File: src/rtl/s2sd_pkg.sv
package s2sd_pkg;

  localparam int FRAC_BITS = 8;
  localparam int PREC_BITS = 32;

  localparam int COORD_W = 24;
  localparam int DIFF_W  = COORD_W + 1;
  localparam int PROD_W  = 2 * DIFF_W;
  localparam int DOT_W   = PROD_W + 1;
  localparam int X_W     = DOT_W + 2;
  localparam int MUL_W   = 64;
  localparam int WIDE_W  = 2 * MUL_W;
  localparam int DIV_W   = 104;
  localparam int THR_W   = 40;
  localparam int Q_W     = PREC_BITS + 1;
  localparam int PU_W    = DIFF_W + Q_W + 1;
  localparam int RAD_W   = 58;
  localparam int ROOT_W  = RAD_W / 2;
  localparam int DIST_W  = 25;

  localparam int DIV_STEPS = Q_W;
  localparam int MUL_LAT   = 2;

  // pipeline stage numbers (register index after acceptance)
  localparam int ST_DIFF = 1;
  localparam int ST_PROD = 2;
  localparam int ST_DOT  = 3;
  localparam int ST_MUL  = ST_DOT + MUL_LAT;
  localparam int ST_DET  = ST_MUL + 1;
  localparam int ST_SEL  = ST_DET + 1;
  localparam int ST_TCL  = ST_SEL + 1;
  localparam int ST_SCL  = ST_TCL + 1;
  localparam int ST_ZF   = ST_SCL + 1;
  localparam int ST_DIV  = ST_ZF + DIV_STEPS;
  localparam int ST_PAR  = ST_DIV + 1;
  localparam int ST_PT   = ST_PAR + 1;
  localparam int ST_SQ   = ST_PT + MUL_LAT;
  localparam int ST_RAD  = ST_SQ + 1;
  localparam int ST_LAST = ST_RAD + ROOT_W;

  typedef logic signed [COORD_W-1:0] coord_t;
  typedef logic signed [DIFF_W-1:0]  diff_t;
  typedef logic signed [PROD_W-1:0]  prod_t;
  typedef logic signed [DOT_W-1:0]   dot_t;
  typedef logic signed [X_W-1:0]     x_t;
  typedef logic signed [MUL_W-1:0]   mul_t;
  typedef logic signed [WIDE_W-1:0]  wide_t;
  typedef logic signed [DIV_W-1:0]   big_t;
  typedef logic        [DIV_W-1:0]   div_t;
  typedef logic        [THR_W-1:0]   thr_t;
  typedef logic        [Q_W-1:0]     quo_t;
  typedef logic signed [PU_W-1:0]    pu_t;
  typedef logic        [RAD_W-1:0]   rad_t;
  typedef logic        [ROOT_W-1:0]  root_t;
  typedef logic        [DIST_W-1:0]  dist_t;

  // epsilon 1e-8 at LSB 2^-(k*FRAC_BITS): smallest count not below it
  localparam longint unsigned EPS_DEN = 64'd100000000;
  localparam longint unsigned EPS2 = ((64'd1 << (2 * FRAC_BITS)) - 64'd1) / EPS_DEN + 64'd1;
  localparam longint unsigned EPS4 = ((64'd1 << (4 * FRAC_BITS)) - 64'd1) / EPS_DEN + 64'd1;

  localparam thr_t  THR2    = thr_t'(EPS2);
  localparam thr_t  THR4    = thr_t'(EPS4);
  localparam thr_t  THR_ONE = thr_t'(1);
  localparam dist_t DIST_MAX = '1;

  typedef struct packed {
    big_t sn;
    big_t sd;
    big_t tn;
    big_t td;
    thr_t sthr;
    thr_t tthr;
  } frac_t;

  function automatic diff_t coord_sub(coord_t a, coord_t b);
    return diff_t'(a) - diff_t'(b);
  endfunction

endpackage

File: src/rtl/s2sd_sqrt.sv
module s2sd_sqrt import s2sd_pkg::*; (
  input  logic  clk,
  input  logic  en,
  input  rad_t  rad,
  output root_t root
);

  // digit-by-digit square root, one result bit per stage
  rad_t x_r    [ROOT_W];
  rad_t root_r [ROOT_W];

  for (genvar i = 0; i < ROOT_W; i++) begin : g_step
    localparam rad_t BIT = rad_t'(1) << (RAD_W - 2 - 2 * i);
    rad_t xin;
    rad_t rin;
    rad_t trial;
    logic ge;

    if (i == 0) begin : g_first
      assign xin = rad;
      assign rin = '0;
    end else begin : g_next
      assign xin = x_r[i-1];
      assign rin = root_r[i-1];
    end

    assign trial = rin + BIT;
    assign ge    = (xin >= trial);

    always_ff @(posedge clk) begin
      if (en) begin
        x_r[i]    <= ge ? (xin - trial) : xin;
        root_r[i] <= ge ? ((rin >> 1) + BIT) : (rin >> 1);
      end
    end
  end

  assign root = root_r[ROOT_W-1][ROOT_W-1:0];

endmodule

File: config.mk
export PLATFORM = sky130hd
export DESIGN_NAME = s2sd_sqrt
export DESIGN_NICKNAME = d
export VERILOG_FILES = /design/src/rtl/s2sd_pkg.sv /design/src/rtl/s2sd_sqrt.sv
export SDC_FILE = /design/constraint.sdc
export NUM_CORES = 2
export LEC_CHECK = 0
export BUFFER_PORTS_ARGS = -buffer_cell sky130_fd_sc_hd__buf_2
export CORE_MARGIN = 1
export CORE_UTILIZATION = 57
export CTS_CLUSTER_DIAMETER = 100
export DETAILED_ROUTE_END_ITERATION = 8
export PLACE_DENSITY = 0.82
export RECOVER_POWER = 25
export SLEW_MARGIN = 20
export SYNTH_ARGS = -nofsm -noshare
export SYNTH_HDL_FRONTEND = slang
export SYNTH_SLANG_ARGS = --single-unit
File: constraint.sdc
create_clock -name clk -period 3.9 [get_ports clk]
set_input_delay 0.195 -clock clk [delete_from_list [all_inputs] [get_ports clk]]
set_output_delay 0.195 -clock clk [all_outputs]
set_load 0.01 [all_outputs]
==> out/results.txt <==
Vias in the first global route: 64474
EDFF count, synth: 2059
MaxCap Viol Count: 0
Mapped cell area: 98400 sq um
Total congestion overflow: 0
Chip Width: 418 microns
Least-Margin Pin Slew: 1.02 ns
Cell with the most instances after synthesis: edfxtp_1
Final ANT Viol Nets: 0
Global-route wire length before repair: 372000 microns
Syn Nets: 8300
Synth Instances: 7780
FFs w/ async S/R, synth: 0%
Fin. max-slew vios: 0
Total Routed Length: 243000 microns
IO buf count: 88
Setup CP Type: register to register
DRC: 0
Register area: 61800 sq um
Leakage power figure: 41.7 nW
Netlist cell types: 88
HPWL Detailed: 175000 microns
Largest net degree at the start of global routing: 129
Die footprint: 174000 sq um
Fin crit share: 97.1%
Initial antenna violation count: 15
Setup crit end kind: register
CTS Buffer Depth: 3
CTS tree: done
Row count: 152
Placed cell area: 103000 sq um
Core area: 172000 sq um
GR Util All Layers: 27.7%
Top Ports: 89
CTS sink cnt: 2059
Largest cells by area after synthesis: edfxtp_1 (63%), ha_1 (5.8%), xnor2_1 (3.7%), xor2_1 (2.7%), a21oi_1 (2.6%)
Final Non-Filler Cells: 10635
CTS buffer count: 203
GP Congestion: 0.949
CTS Root Cell: clkbuf_16
H-tree depth: 4
Die outline height: 418 microns
Final setup vio count: 0
RSZ-0062 raised after global routing: yes
Top post-synthesis cells by count: edfxtp_1 (2059), nor2_1 (561), inv_1 (549), a21oi_1 (512), ha_1 (460)
WP data arrival: 4.35 ns
Worst Hold Class: input port to register
Fraction of the yosys area taken by sequential cells: 62.8%
TritonRoute pass-1 iters: 6
Later-pin clock latency in the skew report: 0.85 ns
Initial Util: 57.4%
Hold Worst Slack: 0.0495 ns
Worst Path Required: 4.46 ns
Fin crit period: 3.79 ns
Worst Skew: 0.0673 ns
DP Cell Count: 10182
Via/cell ratio: 6.11
DRT iter0 DRCs: 6885
#FFs+latches synth: 2059
Top cell type's share of synthesized area: 62.8%
Area grow syn2layout: 12.0%
Final hold vios: 0
Peak supply drop: 0.000479 V
DR WL/cell: 22.8 microns
Syn_area_per_cell: 12.7 sq um
Syn. warnings: 0
Worst-path clk slew: 0.07 ns
Pwr dens: 576 nW/um^2
Worst-path maximum fanout: 31
NumNets Final: 8674
Fraction of layout cells with a size suffix above 1: 8.51%
Vias post-DR: 64996
Footprint of the multi-input gates: 34100 sq um
Slew HR: 30.3%
Status: completed
Fillcell total: 12308
Leading area contributor after synthesis: edfxtp_1
Max Clk Rate: 264 MHz
Crit start category: register
Cell area after layout: 110000 sq um
Ys flop type: edfxtp_1
worst max-delay path, cell delays in order, from the launching register on:
cell      delay (ns)
edfxtp_1        0.41
ha_1            0.47
nand3_1         0.25
or4_1           0.53
nor4_1          0.36
a211oi_1        0.15
o211ai_1        0.13
a41oi_2         0.16
inv_2           0.63
mux2_2          0.44
placed cells by master, fill, tap and decap left out, types with 21 or more instances in the layout:
| cell type | Yosys | layout |
|---|---|---|
| edfxtp_1 | 2059 | 2059 |
| nor2_1 | 561 | 560 |
| inv_1 | 549 | 549 |
| a21oi_1 | 512 | 511 |
| ha_1 | 460 | 460 |
| nand2_1 | 449 | 449 |
| xnor2_1 | 411 | 411 |
| o21ai_0 | 333 | 330 |
| xor2_1 | 301 | 301 |
| nor4_1 | 255 | 248 |
| clkbuf_16 | 0 | 203 |
| nor3_1 | 202 | 201 |
| a21o_1 | 186 | 186 |
| buf_4 | 0 | 141 |
| nand3_1 | 132 | 132 |
| nand4_1 | 128 | 128 |
| nand2b_1 | 113 | 113 |
| buf_2 | 15 | 82 |
| mux2_2 | 75 | 75 |
| o21a_1 | 74 | 74 |
| dlygate4sd3_1 | 0 | 72 |
| or3_1 | 69 | 67 |
| nor2b_1 | 63 | 62 |
| or4_1 | 63 | 59 |
| clkinv_2 | 0 | 48 |
| clkbuf_1 | 122 | 45 |
| and3_1 | 39 | 39 |
| nand3b_1 | 37 | 37 |
| a211oi_1 | 37 | 36 |
| a31oi_1 | 36 | 36 |
| nor4b_1 | 39 | 36 |
| or2_2 | 35 | 35 |
| clkinv_1 | 0 | 34 |
| o21bai_1 | 32 | 32 |
| o211ai_1 | 31 | 31 |
| o31ai_1 | 27 | 27 |
| and2_1 | 25 | 25 |
| bufinv_16 | 0 | 24 |
| nand4b_1 | 23 | 23 |
| and4_1 | 21 | 21 |
power breakdown:
group	total (mW)	switching, mW	internal (mW)
Clock	19.9	8.70	11.2
Sequential	30.3	2.34	28.0
Combinational	13.2	7.74	5.50
Total	63.5	18.8	44.8
routing by layer:
layer	up-vias	wire length (microns)	share of wire, %	GRT usage [%]
met2	2710	121000	50	47.6
met3	519	17700	7.3	4.59
li1	29932	-	-	-
met1	31819	96800	40	35.9
met5	-	113	0.047	0
met4	16	7310	3.0	8.47
state kept, by name, summed over array words and instances, names as in the netlist:
| register | flops |
|---|---|
| root_r | 435 |
| x_r | 1624 |
final timing paths:
check                         to  slack, ns      startpoint  cells past startpoint
hold reg to reg   root_r[19][29]       0.43  root_r[18][30]                      0
setup / recovery     x_r[22][25]       0.11     x_r[21][34]                      9
setup reg to reg     x_r[22][25]       0.11     x_r[21][34]                      9
hold / removal        x_r[0][46]       0.05         rad[46]                      2
metrics by stage:
step / power, mW / util (%) / TNS [ns] / worst slack (ns)
after floorplan: 38.9 / - / 0 / 0.642
after global placement: 43.2 / 59.8 / -0.860 / -0.188
after detailed placement: 43.5 / 59.8 / -1.02 / -0.157
after CTS: 63.4 / 64.2 / 0 / 0.0265
after global routing: 66.1 / 64.2 / -0.0692 / -0.0332
final: 63.5 / 64.3 / 0 / 0.111
cell families after synthesis:
| family | share of synthesized area, % |
|---|---|
| fa+ha+maj | 5.85 |
| flops | 62.8 |
| compound gates | 9.08 |
| simple gates | 12.2 |
| buf+inv | 2.69 |
| mux | 0.993 |
| xor+xnor | 6.34 |
cell type report:
cell class	count	area share (%)
well taps	2310	2.62
multi-input cells	5020	31.0
repair buffers	317	2.31
flip-flops and latches	2059	56.1
diodes	1	0.00227
inverters	553	1.88
clock buffers	243	4.75
clock inverters	132	1.38
repair_timing:
action,in CTS,in global routing
resized for setup,5,19
pin swaps,0,2
hold buffers,72,0
buffers inserted,0,5
hold endpoints to repair,79,0
endpoints found under the setup margin,19,107
No activity file was read; power rests on OpenSTA's default activity.
